### src/rtl/jpdt_pkg.sv
`default_nettype none

package jpdt_pkg;

    // joint set and field widths
    localparam int NUM_JOINTS  = 12;
    localparam int JOINT_W     = 4;
    localparam int POS_W       = 16;
    localparam int GAIN_W      = 12;
    localparam int BOUND_W     = 15;
    localparam int STEP_W      = 6;
    localparam int TORQUE_W    = 13;
    localparam int REG_IDX_W   = 3;
    localparam int CFG_DATA_W  = 16;

    // interpolation counter saturation
    localparam logic [STEP_W-1:0] STEP_MAX = 6'd63;

    // torque limit in whole Q4.8 units and its full-scale value
    localparam logic [3:0] LIMIT_MAX  = 4'd10;
    localparam int         TORQUE_MAX = 2560;

    // blend quotient: magnitude of (step+1)*(target-previous) fits 22 bits
    localparam int DIV_W     = 22;
    localparam int DIV_CNT_W = 5;

    // word queue between front and back
    localparam int QUEUE_DEPTH = 4;
    localparam int QPTR_W      = 2;
    localparam int QCNT_W      = 3;

    typedef enum logic [1:0] {
        OP_INIT    = 2'd0,
        OP_LOAD    = 2'd1,
        OP_COMPUTE = 2'd2,
        OP_NONE    = 2'd3
    } t_op;

    typedef enum logic [REG_IDX_W-1:0] {
        REG_KP_ABD    = 3'd0,
        REG_KP_HIP    = 3'd1,
        REG_KP_KNEE   = 3'd2,
        REG_KD_ABD    = 3'd3,
        REG_KD_HIP    = 3'd4,
        REG_KD_KNEE   = 3'd5,
        REG_MAX_ERROR = 3'd6,
        REG_REPEAT    = 3'd7
    } t_reg;

    typedef enum logic [1:0] {
        GRP_ABD,
        GRP_HIP,
        GRP_KNEE
    } t_group;

    typedef enum logic [3:0] {
        ST_IDLE,
        ST_FETCH,
        ST_SCALE,
        ST_START,
        ST_DIV,
        ST_BLEND,
        ST_ERR,
        ST_MUL,
        ST_SUM
    } t_state;

    typedef struct packed {
        t_op                      op;
        logic [JOINT_W-1:0]       joint;
        logic signed [POS_W-1:0]  setpoint;
        logic signed [POS_W-1:0]  meas_pos;
        logic signed [POS_W-1:0]  meas_vel;
        logic signed [POS_W-1:0]  foot_force;
        logic                     eor;
    } t_cmd;

    typedef struct packed {
        logic [GAIN_W-1:0]  kp_abd;
        logic [GAIN_W-1:0]  kp_hip;
        logic [GAIN_W-1:0]  kp_knee;
        logic [GAIN_W-1:0]  kd_abd;
        logic [GAIN_W-1:0]  kd_hip;
        logic [GAIN_W-1:0]  kd_knee;
        logic [BOUND_W-1:0] max_error;
        logic [STEP_W-1:0]  repeat_count;
    } t_cfg;

    localparam t_cfg CFG_RESET = '{
        kp_abd:       12'd800,
        kp_hip:       12'd800,
        kp_knee:      12'd800,
        kd_abd:       12'd16,
        kd_hip:       12'd32,
        kd_knee:      12'd32,
        max_error:    15'd717,
        repeat_count: 6'd10
    };

    typedef struct packed {
        logic               start;
        logic [DIV_W-1:0]   dividend;
        logic [STEP_W-1:0]  divisor;
    } t_div_req;

    typedef struct packed {
        logic               done;
        logic [DIV_W-1:0]   quotient;
        logic [STEP_W-1:0]  remainder;
    } t_div_rsp;

    // joint index modulo three picks the gain set
    function automatic t_group joint_group(input logic [JOINT_W-1:0] joint);
        t_group grp;
        case (joint)
            4'd0, 4'd3, 4'd6, 4'd9, 4'd12, 4'd15: grp = GRP_ABD;
            4'd1, 4'd4, 4'd7, 4'd10, 4'd13:       grp = GRP_HIP;
            default:                              grp = GRP_KNEE;
        endcase
        return grp;
    endfunction

endpackage

`default_nettype wire

### src/rtl/jpdt_if.sv
`default_nettype none

interface jpdt_in_if;
    import jpdt_pkg::*;
    logic                     valid;
    logic                     ready;
    logic [1:0]               op;
    logic [JOINT_W-1:0]       joint;
    logic signed [POS_W-1:0]  setpoint;
    logic signed [POS_W-1:0]  measured_position;
    logic signed [POS_W-1:0]  measured_velocity;
    logic signed [POS_W-1:0]  foot_force;
    logic                     end_of_round;

    modport source (
        output valid, op, joint, setpoint, measured_position, measured_velocity,
               foot_force, end_of_round,
        input  ready
    );
    modport sink (
        input  valid, op, joint, setpoint, measured_position, measured_velocity,
               foot_force, end_of_round,
        output ready
    );
endinterface

interface jpdt_out_if;
    import jpdt_pkg::*;
    logic                       valid;
    logic                       ready;
    logic [JOINT_W-1:0]         joint_out;
    logic signed [TORQUE_W-1:0] torque;

    modport source (output valid, joint_out, torque, input ready);
    modport sink (input valid, joint_out, torque, output ready);
endinterface

interface jpdt_cfg_if;
    import jpdt_pkg::*;
    logic                  valid;
    logic                  ready;
    logic [REG_IDX_W-1:0]  index;
    logic [CFG_DATA_W-1:0] data;

    modport source (output valid, index, data, input ready);
    modport sink (input valid, index, data, output ready);
endinterface

`default_nettype wire

### src/rtl/joint_pd_torque_with_interpolation_core.sv
// A compute word gives a torque result; init and load words give no result.
// The back end works on one word at a time, and a compute word is paced by the
// 22-step restoring divider that forms the interpolation fraction.
// A 4-word queue keeps accepting while the back end works or a result waits.
// Reset (synchronous, active low) clears setpoints and the counter, loads default gains.
`default_nettype none

module joint_pd_torque_with_interpolation_core (
    input  wire logic  i_clk,
    input  wire logic  i_rst_n,
    jpdt_in_if.sink    i_in,
    jpdt_cfg_if.sink   i_cfg,
    jpdt_out_if.source o_out
);
    import jpdt_pkg::*;

    t_cfg r_cfg;
    logic w_push;
    t_cmd w_push_cmd;
    logic w_pop;
    logic w_q_valid;
    logic w_q_full;
    t_cmd w_q_cmd;

    // configuration registers, always ready
    assign i_cfg.ready = 1'b1;

    always_ff @(posedge i_clk) begin
        if (!i_rst_n) begin
            r_cfg <= CFG_RESET;
        end else if (i_cfg.valid && i_cfg.ready) begin
            case (t_reg'(i_cfg.index))
                REG_KP_ABD:    r_cfg.kp_abd       <= i_cfg.data[GAIN_W-1:0];
                REG_KP_HIP:    r_cfg.kp_hip       <= i_cfg.data[GAIN_W-1:0];
                REG_KP_KNEE:   r_cfg.kp_knee      <= i_cfg.data[GAIN_W-1:0];
                REG_KD_ABD:    r_cfg.kd_abd       <= i_cfg.data[GAIN_W-1:0];
                REG_KD_HIP:    r_cfg.kd_hip       <= i_cfg.data[GAIN_W-1:0];
                REG_KD_KNEE:   r_cfg.kd_knee      <= i_cfg.data[GAIN_W-1:0];
                REG_MAX_ERROR: r_cfg.max_error    <= i_cfg.data[BOUND_W-1:0];
                REG_REPEAT:    r_cfg.repeat_count <= i_cfg.data[STEP_W-1:0];
                default: ;
            endcase
        end
    end

    jpdt_front u_front (
        .i_clk   (i_clk),
        .i_rst_n (i_rst_n),
        .i_in    (i_in),
        .i_full  (w_q_full),
        .o_push  (w_push),
        .o_cmd   (w_push_cmd)
    );

    jpdt_queue u_queue (
        .i_clk   (i_clk),
        .i_rst_n (i_rst_n),
        .i_push  (w_push),
        .i_cmd   (w_push_cmd),
        .i_pop   (w_pop),
        .o_valid (w_q_valid),
        .o_full  (w_q_full),
        .o_cmd   (w_q_cmd)
    );

    jpdt_back u_back (
        .i_clk     (i_clk),
        .i_rst_n   (i_rst_n),
        .i_cfg     (r_cfg),
        .i_q_valid (w_q_valid),
        .i_q_cmd   (w_q_cmd),
        .o_q_pop   (w_pop),
        .o_out     (o_out)
    );

endmodule

`default_nettype wire

### src/rtl/jpdt_div.sv
`default_nettype none

module jpdt_div (
    input  wire logic               i_clk,
    input  wire logic               i_rst_n,
    input  wire jpdt_pkg::t_div_req i_req,
    output jpdt_pkg::t_div_rsp      o_rsp
);
    import jpdt_pkg::*;

    logic                 r_busy;
    logic                 r_done;
    logic [DIV_CNT_W-1:0] r_cnt;
    logic [DIV_W-1:0]     r_quo;
    logic [STEP_W-1:0]    r_rem;
    logic [STEP_W-1:0]    r_div;

    logic [STEP_W:0]      w_rem_sh;
    logic                 w_bit;
    logic [STEP_W-1:0]    w_rem_n;

    // one restoring step: shift in the next dividend bit, subtract if it fits
    always_comb begin
        w_rem_sh = {r_rem, r_quo[DIV_W-1]};
        w_bit    = (w_rem_sh >= {1'b0, r_div});
        w_rem_n  = w_bit ? STEP_W'(w_rem_sh - {1'b0, r_div}) : STEP_W'(w_rem_sh);
    end

    // control: busy for one step per quotient bit, done pulses once
    always_ff @(posedge i_clk) begin
        if (!i_rst_n) begin
            r_busy <= 1'b0;
            r_done <= 1'b0;
            r_cnt  <= '0;
        end else begin
            r_done <= 1'b0;
            if (i_req.start) begin
                r_busy <= 1'b1;
                r_cnt  <= DIV_CNT_W'(DIV_W - 1);
            end else if (r_busy) begin
                if (r_cnt == '0) begin
                    r_busy <= 1'b0;
                    r_done <= 1'b1;
                end else begin
                    r_cnt <= r_cnt - 1'b1;
                end
            end
        end
    end

    // datapath: quotient bits shift in where the dividend shifts out
    always_ff @(posedge i_clk) begin
        if (i_req.start) begin
            r_quo <= i_req.dividend;
            r_rem <= '0;
            r_div <= i_req.divisor;
        end else if (r_busy) begin
            r_quo <= {r_quo[DIV_W-2:0], w_bit};
            r_rem <= w_rem_n;
        end
    end

    assign o_rsp.done      = r_done;
    assign o_rsp.quotient  = r_quo;
    assign o_rsp.remainder = r_rem;

endmodule

`default_nettype wire

### src/rtl/jpdt_front.sv
`default_nettype none

module jpdt_front (
    input  wire logic           i_clk,
    input  wire logic           i_rst_n,
    jpdt_in_if.sink             i_in,
    input  wire logic           i_full,
    output logic                o_push,
    output jpdt_pkg::t_cmd      o_cmd
);
    import jpdt_pkg::*;

    logic r_valid;
    logic r_keep;
    t_cmd r_cmd;
    logic w_drain;
    logic w_accept;
    logic w_keep;

    // a held word leaves when dropped or when the queue has room
    assign w_drain  = r_valid && (!r_keep || !i_full);
    assign i_in.ready = !r_valid || w_drain;
    assign w_accept = i_in.valid && i_in.ready;

    // drop unused op codes and joints beyond the set
    assign w_keep = (t_op'(i_in.op) != OP_NONE) &&
                    (i_in.joint < JOINT_W'(NUM_JOINTS));

    always_ff @(posedge i_clk) begin
        if (!i_rst_n) begin
            r_valid <= 1'b0;
        end else if (w_accept) begin
            r_valid <= 1'b1;
        end else if (w_drain) begin
            r_valid <= 1'b0;
        end
    end

    // capture the classified word
    always_ff @(posedge i_clk) begin
        if (w_accept) begin
            r_keep           <= w_keep;
            r_cmd.op         <= t_op'(i_in.op);
            r_cmd.joint      <= i_in.joint;
            r_cmd.setpoint   <= i_in.setpoint;
            r_cmd.meas_pos   <= i_in.measured_position;
            r_cmd.meas_vel   <= i_in.measured_velocity;
            r_cmd.foot_force <= i_in.foot_force;
            r_cmd.eor        <= i_in.end_of_round;
        end
    end

    assign o_push = r_valid && r_keep && !i_full;
    assign o_cmd  = r_cmd;

endmodule

`default_nettype wire

### src/rtl/jpdt_queue.sv
`default_nettype none

module jpdt_queue (
    input  wire logic           i_clk,
    input  wire logic           i_rst_n,
    input  wire logic           i_push,
    input  wire jpdt_pkg::t_cmd i_cmd,
    input  wire logic           i_pop,
    output logic                o_valid,
    output logic                o_full,
    output jpdt_pkg::t_cmd      o_cmd
);
    import jpdt_pkg::*;

    t_cmd              r_mem [QUEUE_DEPTH];
    logic [QPTR_W-1:0] r_wr_ptr;
    logic [QPTR_W-1:0] r_rd_ptr;
    logic [QCNT_W-1:0] r_count;

    // advance pointers and occupancy
    always_ff @(posedge i_clk) begin
        if (!i_rst_n) begin
            r_wr_ptr <= '0;
            r_rd_ptr <= '0;
            r_count  <= '0;
        end else begin
            if (i_push) begin
                r_wr_ptr <= r_wr_ptr + 1'b1;
            end
            if (i_pop) begin
                r_rd_ptr <= r_rd_ptr + 1'b1;
            end
            case ({i_push, i_pop})
                2'b10:   r_count <= r_count + 1'b1;
                2'b01:   r_count <= r_count - 1'b1;
                default: r_count <= r_count;
            endcase
        end
    end

    // store the incoming word
    always_ff @(posedge i_clk) begin
        if (i_push) begin
            r_mem[r_wr_ptr] <= i_cmd;
        end
    end

    assign o_valid = (r_count != '0);
    assign o_full  = (r_count == QCNT_W'(QUEUE_DEPTH));
    assign o_cmd   = r_mem[r_rd_ptr];

endmodule

`default_nettype wire

### src/rtl/jpdt_back.sv
`default_nettype none

module jpdt_back (
    input  wire logic           i_clk,
    input  wire logic           i_rst_n,
    input  wire jpdt_pkg::t_cfg i_cfg,
    input  wire logic           i_q_valid,
    input  wire jpdt_pkg::t_cmd i_q_cmd,
    output logic                o_q_pop,
    jpdt_out_if.source          o_out
);
    import jpdt_pkg::*;

    t_state r_state;
    t_state n_state;

    // per-joint setpoints and the shared interpolation counter
    logic signed [POS_W-1:0] r_prev_pos [NUM_JOINTS];
    logic signed [POS_W-1:0] r_tgt_pos  [NUM_JOINTS];
    logic [STEP_W-1:0]       r_step;

    // working registers of one compute word
    t_cmd                    r_cmd;
    logic signed [POS_W-1:0] r_prev;
    logic signed [POS_W:0]   r_diff;
    logic [GAIN_W-1:0]       r_kp;
    logic [GAIN_W-1:0]       r_kd;
    logic [3:0]              r_lim;
    logic                    r_neg;
    logic [DIV_W-1:0]        r_mag;
    logic [DIV_W-1:0]        r_qr;
    logic signed [23:0]      r_blend;
    logic signed [POS_W-1:0] r_err;
    logic signed [28:0]      r_pterm;
    logic signed [28:0]      r_dterm;

    // output register
    logic                       r_out_valid;
    logic [JOINT_W-1:0]         r_out_joint;
    logic signed [TORQUE_W-1:0] r_out_torque;

    logic w_out_load;
    logic w_div_start;

    t_div_req w_div_req;
    t_div_rsp w_div_rsp;

    logic [GAIN_W-1:0]       w_kp;
    logic [GAIN_W-1:0]       w_kd;
    logic [3:0]              w_lim;
    logic [12:0]             w_force_q;
    logic signed [24:0]      w_prod;
    logic signed [24:0]      w_prod_abs;
    logic [STEP_W-1:0]       w_divisor;
    logic                    w_rnd;
    logic signed [23:0]      w_qr_s;
    logic signed [24:0]      w_err_full;
    logic signed [24:0]      w_bound;
    logic signed [24:0]      w_err_clip;
    logic signed [33:0]      w_t16;
    logic signed [33:0]      w_tq;
    logic signed [33:0]      w_lim_q;
    logic signed [33:0]      w_tq_clip;

    // ---------------- sequencer ----------------

    always_comb begin
        n_state = r_state;
        case (r_state)
            ST_IDLE:  if (i_q_valid) n_state = ST_FETCH;
            ST_FETCH: n_state = (r_cmd.op == OP_COMPUTE) ? ST_SCALE : ST_IDLE;
            ST_SCALE: n_state = ST_START;
            ST_START: n_state = ST_DIV;
            ST_DIV:   if (w_div_rsp.done) n_state = ST_BLEND;
            ST_BLEND: n_state = ST_ERR;
            ST_ERR:   n_state = ST_MUL;
            ST_MUL:   n_state = ST_SUM;
            ST_SUM:   if (w_out_load) n_state = ST_IDLE;
            default:  n_state = ST_IDLE;
        endcase
    end

    always_comb begin
        o_q_pop     = 1'b0;
        w_div_start = 1'b0;
        w_out_load  = 1'b0;
        case (r_state)
            ST_IDLE:  o_q_pop     = i_q_valid;
            ST_START: w_div_start = 1'b1;
            ST_SUM:   w_out_load  = !r_out_valid || o_out.ready;
            default:  ;
        endcase
    end

    // ---------------- arithmetic ----------------

    always_comb begin
        // gain set of this joint
        case (joint_group(r_cmd.joint))
            GRP_ABD: begin
                w_kp = i_cfg.kp_abd;
                w_kd = i_cfg.kd_abd;
            end
            GRP_HIP: begin
                w_kp = i_cfg.kp_hip;
                w_kd = i_cfg.kd_hip;
            end
            default: begin
                w_kp = i_cfg.kp_knee;
                w_kd = i_cfg.kd_knee;
            end
        endcase

        // leg limit in whole units: 1 + force/4 for positive force, capped
        w_force_q = r_cmd.foot_force[14:2];
        if (r_cmd.foot_force <= 0) begin
            w_lim = 4'd1;
        end else if (w_force_q >= 13'(LIMIT_MAX - 4'd1)) begin
            w_lim = LIMIT_MAX;
        end else begin
            w_lim = w_force_q[3:0] + 4'd1;
        end

        // scale the setpoint step by the counter
        w_prod     = $signed({1'b0, {1'b0, r_step} + 7'd1}) * r_diff;
        w_prod_abs = w_prod[24] ? -w_prod : w_prod;

        // round the quotient to nearest, ties away from zero
        w_divisor = (i_cfg.repeat_count == '0) ? STEP_W'(1) : i_cfg.repeat_count;
        w_rnd     = ({w_div_rsp.remainder, 1'b0} >= {1'b0, w_divisor});

        // signed blend offset
        w_qr_s = r_neg ? -$signed({2'b0, r_qr}) : $signed({2'b0, r_qr});

        // position error, clipped to the bound
        w_err_full = 25'(r_cmd.meas_pos) - 25'(r_blend);
        w_bound    = $signed({10'b0, i_cfg.max_error});
        if (w_err_full > w_bound) begin
            w_err_clip = w_bound;
        end else if (w_err_full < -w_bound) begin
            w_err_clip = -w_bound;
        end else begin
            w_err_clip = w_err_full;
        end

        // torque with 16 fraction bits, round to Q4.8, clamp to the leg limit
        w_t16   = -34'(r_pterm) - (34'(r_dterm) <<< 4);
        w_tq    = (w_t16 + 34'sd128) >>> 8;
        w_lim_q = $signed({22'b0, r_lim, 8'b0});
        if (w_tq > w_lim_q) begin
            w_tq_clip = w_lim_q;
        end else if (w_tq < -w_lim_q) begin
            w_tq_clip = -w_lim_q;
        end else begin
            w_tq_clip = w_tq;
        end
    end

    // ---------------- divider ----------------

    assign w_div_req.start    = w_div_start;
    assign w_div_req.dividend = r_mag;
    assign w_div_req.divisor  = w_divisor;

    jpdt_div u_div (
        .i_clk   (i_clk),
        .i_rst_n (i_rst_n),
        .i_req   (w_div_req),
        .o_rsp   (w_div_rsp)
    );

    // ---------------- control state ----------------

    always_ff @(posedge i_clk) begin
        if (!i_rst_n) begin
            r_state     <= ST_IDLE;
            r_out_valid <= 1'b0;
            r_step      <= '0;
            for (int i = 0; i < NUM_JOINTS; i++) begin
                r_prev_pos[i] <= '0;
                r_tgt_pos[i]  <= '0;
            end
        end else begin
            r_state <= n_state;

            // setpoint writes
            if (r_state == ST_FETCH) begin
                case (r_cmd.op)
                    OP_INIT: begin
                        r_prev_pos[r_cmd.joint] <= r_cmd.setpoint;
                        r_tgt_pos[r_cmd.joint]  <= r_cmd.setpoint;
                    end
                    OP_LOAD: begin
                        r_prev_pos[r_cmd.joint] <= r_tgt_pos[r_cmd.joint];
                        r_tgt_pos[r_cmd.joint]  <= r_cmd.setpoint;
                        if (r_cmd.eor) begin
                            r_step <= '0;
                        end
                    end
                    default: ;
                endcase
            end

            // advance the counter after the last compute of a round
            if (w_out_load && r_cmd.eor && (r_step != STEP_MAX)) begin
                r_step <= r_step + 1'b1;
            end

            // hold the result until taken
            if (w_out_load) begin
                r_out_valid <= 1'b1;
            end else if (o_out.ready) begin
                r_out_valid <= 1'b0;
            end
        end
    end

    // ---------------- working registers ----------------

    always_ff @(posedge i_clk) begin
        case (r_state)
            ST_IDLE: begin
                r_cmd <= i_q_cmd;
            end
            ST_FETCH: begin
                r_prev <= r_prev_pos[r_cmd.joint];
                r_diff <= (POS_W+1)'(r_tgt_pos[r_cmd.joint]) -
                          (POS_W+1)'(r_prev_pos[r_cmd.joint]);
                r_kp   <= w_kp;
                r_kd   <= w_kd;
                r_lim  <= w_lim;
            end
            ST_SCALE: begin
                r_neg <= w_prod[24];
                r_mag <= w_prod_abs[DIV_W-1:0];
            end
            ST_DIV: begin
                if (w_div_rsp.done) begin
                    r_qr <= w_div_rsp.quotient + {{(DIV_W-1){1'b0}}, w_rnd};
                end
            end
            ST_BLEND: begin
                r_blend <= 24'(r_prev) + w_qr_s;
            end
            ST_ERR: begin
                r_err <= w_err_clip[POS_W-1:0];
            end
            ST_MUL: begin
                r_pterm <= $signed({1'b0, r_kp}) * r_err;
                r_dterm <= $signed({1'b0, r_kd}) * r_cmd.meas_vel;
            end
            ST_SUM: begin
                if (w_out_load) begin
                    r_out_joint  <= r_cmd.joint;
                    r_out_torque <= w_tq_clip[TORQUE_W-1:0];
                end
            end
            default: ;
        endcase
    end

    assign o_out.valid     = r_out_valid;
    assign o_out.joint_out = r_out_joint;
    assign o_out.torque    = r_out_torque;

endmodule

`default_nettype wire

### src/flat_wrapper.sv
// flat-port wrapper written by rule: the top's interface ports become plain ports
module joint_pd_torque_with_interpolation_core_flat import jpdt_pkg::*;
  (i_clk, i_rst_n, i_in_valid, i_in_op, i_in_joint, i_in_setpoint, i_in_measured_position, i_in_measured_velocity, i_in_foot_force, i_in_end_of_round, i_in_ready, i_cfg_valid, i_cfg_index, i_cfg_data, i_cfg_ready, o_out_valid, o_out_joint_out, o_out_torque, o_out_ready);
  jpdt_in_if i_in_i ();
  jpdt_cfg_if i_cfg_i ();
  jpdt_out_if o_out_i ();
  input  wire logic i_clk;
  input  wire logic i_rst_n;
  input wire logic [$bits(i_in_i.valid)-1:0] i_in_valid;
  input wire logic [$bits(i_in_i.op)-1:0] i_in_op;
  input wire logic [$bits(i_in_i.joint)-1:0] i_in_joint;
  input wire logic [$bits(i_in_i.setpoint)-1:0] i_in_setpoint;
  input wire logic [$bits(i_in_i.measured_position)-1:0] i_in_measured_position;
  input wire logic [$bits(i_in_i.measured_velocity)-1:0] i_in_measured_velocity;
  input wire logic [$bits(i_in_i.foot_force)-1:0] i_in_foot_force;
  input wire logic [$bits(i_in_i.end_of_round)-1:0] i_in_end_of_round;
  output wire logic [$bits(i_in_i.ready)-1:0] i_in_ready;
  input wire logic [$bits(i_cfg_i.valid)-1:0] i_cfg_valid;
  input wire logic [$bits(i_cfg_i.index)-1:0] i_cfg_index;
  input wire logic [$bits(i_cfg_i.data)-1:0] i_cfg_data;
  output wire logic [$bits(i_cfg_i.ready)-1:0] i_cfg_ready;
  output wire logic [$bits(o_out_i.valid)-1:0] o_out_valid;
  output wire logic [$bits(o_out_i.joint_out)-1:0] o_out_joint_out;
  output wire logic [$bits(o_out_i.torque)-1:0] o_out_torque;
  input wire logic [$bits(o_out_i.ready)-1:0] o_out_ready;
  assign i_in_i.valid = i_in_valid;
  assign i_in_i.op = i_in_op;
  assign i_in_i.joint = i_in_joint;
  assign i_in_i.setpoint = i_in_setpoint;
  assign i_in_i.measured_position = i_in_measured_position;
  assign i_in_i.measured_velocity = i_in_measured_velocity;
  assign i_in_i.foot_force = i_in_foot_force;
  assign i_in_i.end_of_round = i_in_end_of_round;
  assign i_in_ready = i_in_i.ready;
  assign i_cfg_i.valid = i_cfg_valid;
  assign i_cfg_i.index = i_cfg_index;
  assign i_cfg_i.data = i_cfg_data;
  assign i_cfg_ready = i_cfg_i.ready;
  assign o_out_valid = o_out_i.valid;
  assign o_out_joint_out = o_out_i.joint_out;
  assign o_out_torque = o_out_i.torque;
  assign o_out_i.ready = o_out_ready;
  joint_pd_torque_with_interpolation_core u_core (.i_clk(i_clk), .i_rst_n(i_rst_n), .i_in(i_in_i), .i_cfg(i_cfg_i), .o_out(o_out_i));
endmodule
### config.mk
export PLATFORM = sky130hd
export DESIGN_NAME = joint_pd_torque_with_interpolation_core_flat
export DESIGN_NICKNAME = d
export VERILOG_FILES = /design/src/rtl/jpdt_pkg.sv /design/src/rtl/jpdt_if.sv /design/src/rtl/joint_pd_torque_with_interpolation_core.sv /design/src/rtl/jpdt_div.sv /design/src/rtl/jpdt_front.sv /design/src/rtl/jpdt_queue.sv /design/src/rtl/jpdt_back.sv /design/src/flat_wrapper.sv
export SDC_FILE = /design/constraint.sdc
export NUM_CORES = 2
export LEC_CHECK = 0
export BUFFER_PORTS_ARGS = -buffer_cell sky130_fd_sc_hd__buf_4
export CAP_MARGIN = 20
export CORE_MARGIN = 10
export CORE_UTILIZATION = 60
export CTS_CLUSTER_SIZE = 25
export DETAILED_ROUTE_END_ITERATION = 10
export PLACE_DENSITY = 0.75
export SKIP_LAST_GASP = 1
export SLEW_MARGIN = 20
export SYNTH_ARGS = -nofsm -noshare
export SYNTH_HDL_FRONTEND = slang
export SYNTH_SLANG_ARGS = --single-unit
### constraint.sdc
create_clock -name i_clk -period 21 [get_ports i_clk]
set_input_delay 1.05 -clock i_clk [delete_from_list [all_inputs] [get_ports i_clk]]
set_output_delay 1.05 -clock i_clk [all_outputs]
set_load 0.05 [all_outputs]
=== Yosys cells after proc, flatten, opt, wreduce, memory -nomap -nowiden ===
Memories as Yosys holds them, arrays and structs flattened. A register that Yosys moved wholly into a read port is not among the register bits.
Cells that the tools add are included.
W data, S select, Z words.

* Bits in writable memories: 668
* Memory bits (read-only): 32
* Memories: 4
* Input bits: 95
* Logic and storage cells: 218
* Bits in registers: 446

* $lt $le $gt $ge: 9
* Add/subtract/negate cells: 20
* Multipliers: 3
* Equal/unequal tests: 27
* Reduce and logical (&&, ||, !) cells: 47
* Bitwise gates (word level): 5
* Muxes and demuxes: 56

{| class="wikitable"
|+ Memories
! name !! words !! bits a word !! read ports !! clocked after memory_dff !! write ports !! RTL line !! source
|-
| u_core.u_queue.r_mem || 4 || 71 || 1 || 1 || 1 || jpdt_queue.sv:15 || <nowiki>t_cmd r_mem [QUEUE_DEPTH];</nowiki>
|-
| u_core.u_back.r_prev_pos || 12 || 16 || 1 || 0 || 12 || jpdt_back.sv:18 || <nowiki>logic signed [POS_W-1:0] r_prev_pos [NUM_JOINTS];</nowiki>
|-
| u_core.u_back.r_tgt_pos || 12 || 16 || 1 || 0 || 12 || jpdt_back.sv:19 || <nowiki>logic signed [POS_W-1:0] r_tgt_pos [NUM_JOINTS];</nowiki>
|-
| (no name shown) || 16 || 2 || 1 || 0 || 0 || jpdt_pkg.sv:115 || <nowiki>case (joint)</nowiki>
|}

{| class="wikitable"
|+ Operators with widths
! cell !! count
|-
| $mux W16 || 5
|-
| $mux W22 || 3
|-
| $mul A13 B16 Y29 || 2
|-
| $pmux W12 S2 || 2
|-
| $mux W6 || 6
|-
| $pmux W4 S9 || 1
|-
| $add A34 B9 Y34 const B || 1
|-
| $lt A26 B34 Y1 || 1
|-
| $neg A12 Y34 || 1
|-
| $neg A29 Y34 || 1
|-
| $sub A34 B33 Y34 || 1
|-
| $reduce_or A16 Y1 || 2
|-
| $gt A26 B13 Y1 || 1
|-
| $gt A25 B16 Y1 || 1
|-
| $lt A25 B25 Y1 || 1
|-
| $mul A8 B17 Y25 || 1
|-
| $neg A15 Y25 || 1
|-
| $sub A16 B24 Y25 || 1
|-
| $add A16 B24 Y24 || 1
|-
| $mux W1 || 24
|-
| $mux W24 || 1
|-
| $mux W4 || 6
|-
| $neg A22 Y24 || 1
|-
| $reduce_and A2 Y1 || 12
|-
| 48 further kinds || 90
|}

=== Longest topological paths before layout ===
* Word-level depth: 8
* Depth in mapped cells: 26

=== Cells and area by module ===
From an unflattened synthesis, not the netlist that was laid out.

* Cell total of the unflattened synthesis: 6090
* Area, all modules: 77815.9 µm²

{| class="wikitable"
|+ Modules (own cells, without submodules)
! module !! cells an instance !! sequential area each (µm²) !! area an instance (µm²) !! instances
|-
| jpdt_back || 5091 || 24483.5 || 59293.1 || 1
|-
| jpdt_queue || 413 || 8708.4 || 10764.1 || 1
|-
| joint_pd_torque_with_interpolation_core || 342 || 1861.8 || 3543.4 || 1
|-
| jpdt_front || 80 || 2182.1 || 2224.6 || 1
|-
| jpdt_div || 164 || 1101.1 || 1990.7 || 1
|}

=== Worst setup path after synthesis ===
Ideal clock, no wire load.

* Path kind: flip-flop to flip-flop
* Start point: reg u_core.u_back.r_state[2]
* End point: reg u_core.u_queue.r_count[2]
* Data required time: 20.924 ns
* Arrival: 9.369 ns
* Path buffers: 1
* Path slack: 11.555 ns
* Cell stages (with the launch flop): 10
* Cells stage by stage: dfxtp_1 clkbuf_1 nor4_1 o31a_1 ha_1 inv_1 fa_1 xor2_1 or3_1 a21boi_0

* Cells in the longest elaborated chain, start to end: 4

{| class="wikitable"
|+ RTL lines
! what !! RTL line !! source
|-
| from (decl) || jpdt_back.sv:14 || <nowiki>t_state r_state;</nowiki>
|-
| from (signal assigned) || jpdt_back.sv:184 || <nowiki>r_state <= n_state;</nowiki>
|-
| $logic_not A4 Y1 * || jpdt_back.sv:87 || <nowiki>case (r_state)</nowiki>
|-
| $mux W1 * || jpdt_back.sv:87 ||
|-
| via u_core.u_back.o_q_pop || jpdt_back.sv:9 || <nowiki>output logic o_q_pop,</nowiki>
|-
| $eq A2 B1 Y1 or $eq A2 B2 Y1 (tied branches) || jpdt_queue.sv:33 || <nowiki>case ({i_push, i_pop})</nowiki>
|-
| $pmux W3 S2 or $reduce_bool A2 Y1 (tied branches) || n/a ||
|-
| to (signal assigned) || jpdt_queue.sv:34 || <nowiki>2'b10: r_count <= r_count + 1'b1;</nowiki>
|-
| to (signal assigned) || jpdt_queue.sv:35 || <nowiki>2'b01: r_count <= r_count - 1'b1;</nowiki>
|-
| to (signal assigned) || jpdt_queue.sv:36 || <nowiki>default: r_count <= r_count;</nowiki>
|-
| to (decl) || jpdt_queue.sv:18 || <nowiki>logic [QCNT_W-1:0] r_count;</nowiki>
|}

Mark *: on every way through the listed nets, which the timed path passes. The rest lies on a longest branch.
A chain may end at the register's enable or synchronous reset.

=== Final worst setup path ===
* Start point: reg u_core.u_back.r_step[0]
* End point: reg u_core.u_back.r_mag[21], data pin

* Cells in the longest elaborated chain, start to end: 4

{| class="wikitable"
|+ RTL lines
! what !! RTL line !! source
|-
| from (decl) || jpdt_back.sv:20 || <nowiki>logic [STEP_W-1:0] r_step;</nowiki>
|-
| from (signal assigned) || jpdt_back.sv:206 || <nowiki>r_step <= r_step + 1'b1;</nowiki>
|-
| $add A6 B1 Y7 * || jpdt_back.sv:125 || <nowiki>w_prod = $signed({1'b0, {1'b0, r_step} + 7'd1}) * r_diff;</nowiki>
|-
| $mul A8 B17 Y25 * || jpdt_back.sv:125 ||
|-
| $neg A22 Y22 || jpdt_back.sv:126 || <nowiki>w_prod_abs = w_prod[24] ? -w_prod : w_prod;</nowiki>
|-
| $mux W22 * || jpdt_back.sv:126 ||
|-
| via u_core.u_back.w_prod_abs[21] || jpdt_back.sv:53 || <nowiki>logic signed [24:0] w_prod_abs;</nowiki>
|-
| to (signal assigned) || jpdt_back.sv:235 || <nowiki>r_mag <= w_prod_abs[DIV_W-1:0];</nowiki>
|-
| to (decl) || jpdt_back.sv:30 || <nowiki>logic [DIV_W-1:0] r_mag;</nowiki>
|}

Marked as above.

==> results.yml <==
sta:
  finalCritPeriodShare_pct: 35.8
  rsz0062_at_grt: "false"
  skew_ns: 0.0448
  hold_viol_final: 0
  finalSetupTns_ns: 0
  slew_violations: 0
  fin_crit_ns: 7.52
  clock.fmax_mhz: 133
  worst_slew_pin_slew_ns: 1.19
  finalSetupViolations: 0
  slew_headroom_pct: 20.8
floorplanning:
  num_rows: 131
  die-area_sq_um: 144000
  initial_core_util_pct: 60.7
  pin_count: 115
  core_area_sq_um: 128000
  die_w_um: 380
  die_h_um: 380
placed_design:
  portBuffers: 112
  place.gp.congestion: 0.891
  dp.cells: 7907
  dp_hpwl_um: 124000
synth:
  yosysWarningCount: 0
  ys_ff_latch: 1313
  yosysTopAreaCell: "edfxtp_1"
  synthCells: 6244
  synth-edff-count: 1188
  synth_most_common_cell: "edfxtp_1"
  synthDistinctLibCells: 84
  synth_ff_type: "edfxtp_1"
  synthTopCellsByArea: "edfxtp_1 46%, fa_1 12%, mux4_2 6.7%"
  synth_common_cells: "1188 x edfxtp_1, 745 x inv_1, 550 x nand2_1"
  synthArstFlopShare_pct: 0
  synth_area_sq_um: 77700
  seq_area_frac_synth_pct: 49.2
  syn-mean-instance-area_sq_um: 12.4
  yosysTopAreaCellShare_pct: 45.9
  synth_nets: 7196
route:
  firstDrtPassIters: 6
  vias_per_cell: 5.96
  ant_nets: 0
  drc: 0
  vias: 48683
  drtIter0Drc: 4408
  drt_wl_total_um: 181000
  wire_per_inst_um: 22.2
final_layout:
  drive_gt1_share_pct: 11.0
  fin_nets: 7271
  fin_cells: 8164
  area_delta_synth_final_pct: 9.68
  fillerInstances: 8978
global_route:
  grt_pass1_vias: 50352
  grt_pass1_wl_um: 286000
  grt_antenna_before_repair: 5
  overflow: 0
  grt_max_degree: 88
  grt_usage_pct: 25.1
clock_tree:
  post-cts-setup-buffers: 0
  clkTransAtPathRegs_ns: 0.06
  ctsResizeCount: 0
  h-tree-depth: 4
  cts_num_sinks: 1313
  tritoncts: "built"
  cts_root_buf: "clkbuf_16"
  cts_buffers: 138
  cts_hold_buf: 0
  clockBufferDepth: 3
  clkLatencyLatePin_ns: 0.78
worst_setup_path:
  end_kind: "register"
  worst_r2r_startpoint: "u_core.u_back.r_step[0]"
  required_ns: 21.49
  criticalPathCategory: "reg -> reg"
  worstRegToRegCells: 23
  r2r_setup_slack_ns: 13.48
  cp_max_fo: 21
  reg2reg_to: "u_core.u_back.r_mag[21]"
  critPathLaunchType: "register"
  critical_path_arrival_ns: 8.01
worst_hold_path:
  min_path_cells: 0
  hold_end: "u_core.u_back.u_div.r_div[3]"
  hold_class: "reg -> reg"
  min_from: "u_core.r_cfg[3]"
flow_run:
  cap_violations: 0
outcome:
  outcome: "finished, final reports clean"
==> placed cells by master (no fill, tap or decap), types with 27 or more instances in the layout <==
cell type,netlist,layout
nor2_1,394,388
or3_1,34,34
edfxtp_1,1188,1188
buf_4,6,201
nand3_1,93,93
clkbuf_16,0,143
clkinv_2,0,27
mux4_2,231,231
nor3_1,91,88
inv_1,745,744
a21o_1,70,70
fa_1,452,452
xor2_1,55,55
nand2_1,550,549
a21oi_1,160,160
nand2b_1,36,36
mux2i_1,36,30
a21boi_0,91,91
nor2b_1,75,74
and2_1,508,503
o21a_1,29,29
a211oi_1,33,33
o211ai_1,27,27
o21ai_0,86,86
ha_1,405,405
xnor2_1,169,169
dfxtp_1,125,123
==> area by class of cell <==
cell class | count | area, sq um | share of cell area (%)
flip-flops and latches | 1313 | 38200 | 44.8
diodes | 1 | 2.50 | 0.00294
multi-input cells | 3918 | 35800 | 42.0
clock inverters | 83 | 947 | 1.11
well taps | 1729 | 2160 | 2.54
repair buffers | 203 | 1540 | 1.80
clock buffers | 172 | 3740 | 4.39
inverters | 745 | 2800 | 3.28
==> critical path: stages, from the launching register on <==
cell,delay [ns]
dfxtp_1,0.92
ha_1,0.37
nand3_1,0.14
xnor2_1,0.22
buf_4,0.26
nand2_1,0.09
fa_1,0.47
fa_1,0.54
inv_1,0.05
fa_1,0.47
inv_1,0.05
fa_1,0.47
inv_1,0.04
ha_1,0.34
a21oi_1,0.20
o21ai_0,0.18
a2111o_1,0.47
a2111oi_0,0.64
o41ai_1,0.20
a311oi_1,0.42
xnor2_1,0.23
nor2_1,0.07
a41oi_1,0.24
xnor2_1,0.13
==> stage by stage <==
step,worst slack (ns),hold WS [ns],utilization [%],instance area (sq um)
global placement,13.66,0.425,62.8,80400
global route,13.18,0.409,66.5,85200
detailed placement,13.56,0.426,62.8,80400
finish,13.48,0.440,66.5,85200
floorplan,11.56,0.439,-,77700
CTS,13.54,0.391,66.5,85100
==> kinds of logic (layout without fill, tap and decap cells) <==
| kind of cell | after synthesis | in the layout | synth area share [%] |
|---|---|---|---|
| muxes | 268 | 268 | 7.18 |
| xor gates and xnor gates | 224 | 224 | 2.53 |
| buffers and inverters | 1013 | 1203 | 4.94 |
| DFF | 1313 | 1313 | 49.2 |
| and+or+nand+nor | 1900 | 1900 | 12.1 |
| other | 1 | 2 | 0.00483 |
| adders and majority gates | 857 | 857 | 18.2 |
| AOI/OAI and AO/OA | 668 | 668 | 5.91 |
==> worst max path at each step <==
stage,start,endpoint,slack (ns)
3_3_place_gp,u_core.u_back.r_step[0],u_core.u_back.r_mag[21],13.66
4_1_cts,u_core.u_back.r_step[0],u_core.u_back.r_mag[20],13.54
5_1_grt,u_core.u_back.r_step[0],u_core.u_back.r_mag[20],13.18
3_5_place_dp,u_core.u_back.r_step[0],u_core.u_back.r_mag[20],13.56
2_1_floorplan,u_core.u_back.r_state[2],u_core.u_queue.r_count[2],11.56
6_report,u_core.u_back.r_step[0],u_core.u_back.r_mag[21],13.48
==> state kept, by name, summed over array words and instances (netlist names), 22 cells and up <==
| signal | count |
|---|---|
| u_core.u_queue.r_mem | 284 |
| u_core.u_back.r_prev_pos | 256 |
| u_core.u_back.r_tgt_pos | 256 |
| u_core.r_cfg | 93 |
| u_core.u_back.r_cmd | 71 |
| u_core.u_front.o_cmd | 71 |
| u_core.u_back.r_dterm | 29 |
| u_core.u_back.r_pterm | 29 |
| u_core.u_back.r_blend | 24 |
| u_core.u_back.r_mag | 22 |
| u_core.u_back.r_qr | 22 |
| u_core.u_back.u_div.r_quo | 22 |
==> routing by layer <==
layer  up-vias  routed length (um)  global-route usage, %
met2      1896               90800                   43.1
li1      21836                   -                      -
met5         -                   0                      0
met4         0                6960                   9.80
met3       432               12900                   4.36
met1     24519               70200                   31.7
Power is not shown: default switching activity piles up to over one toggle a cycle in this logic, so the estimate is an artifact.
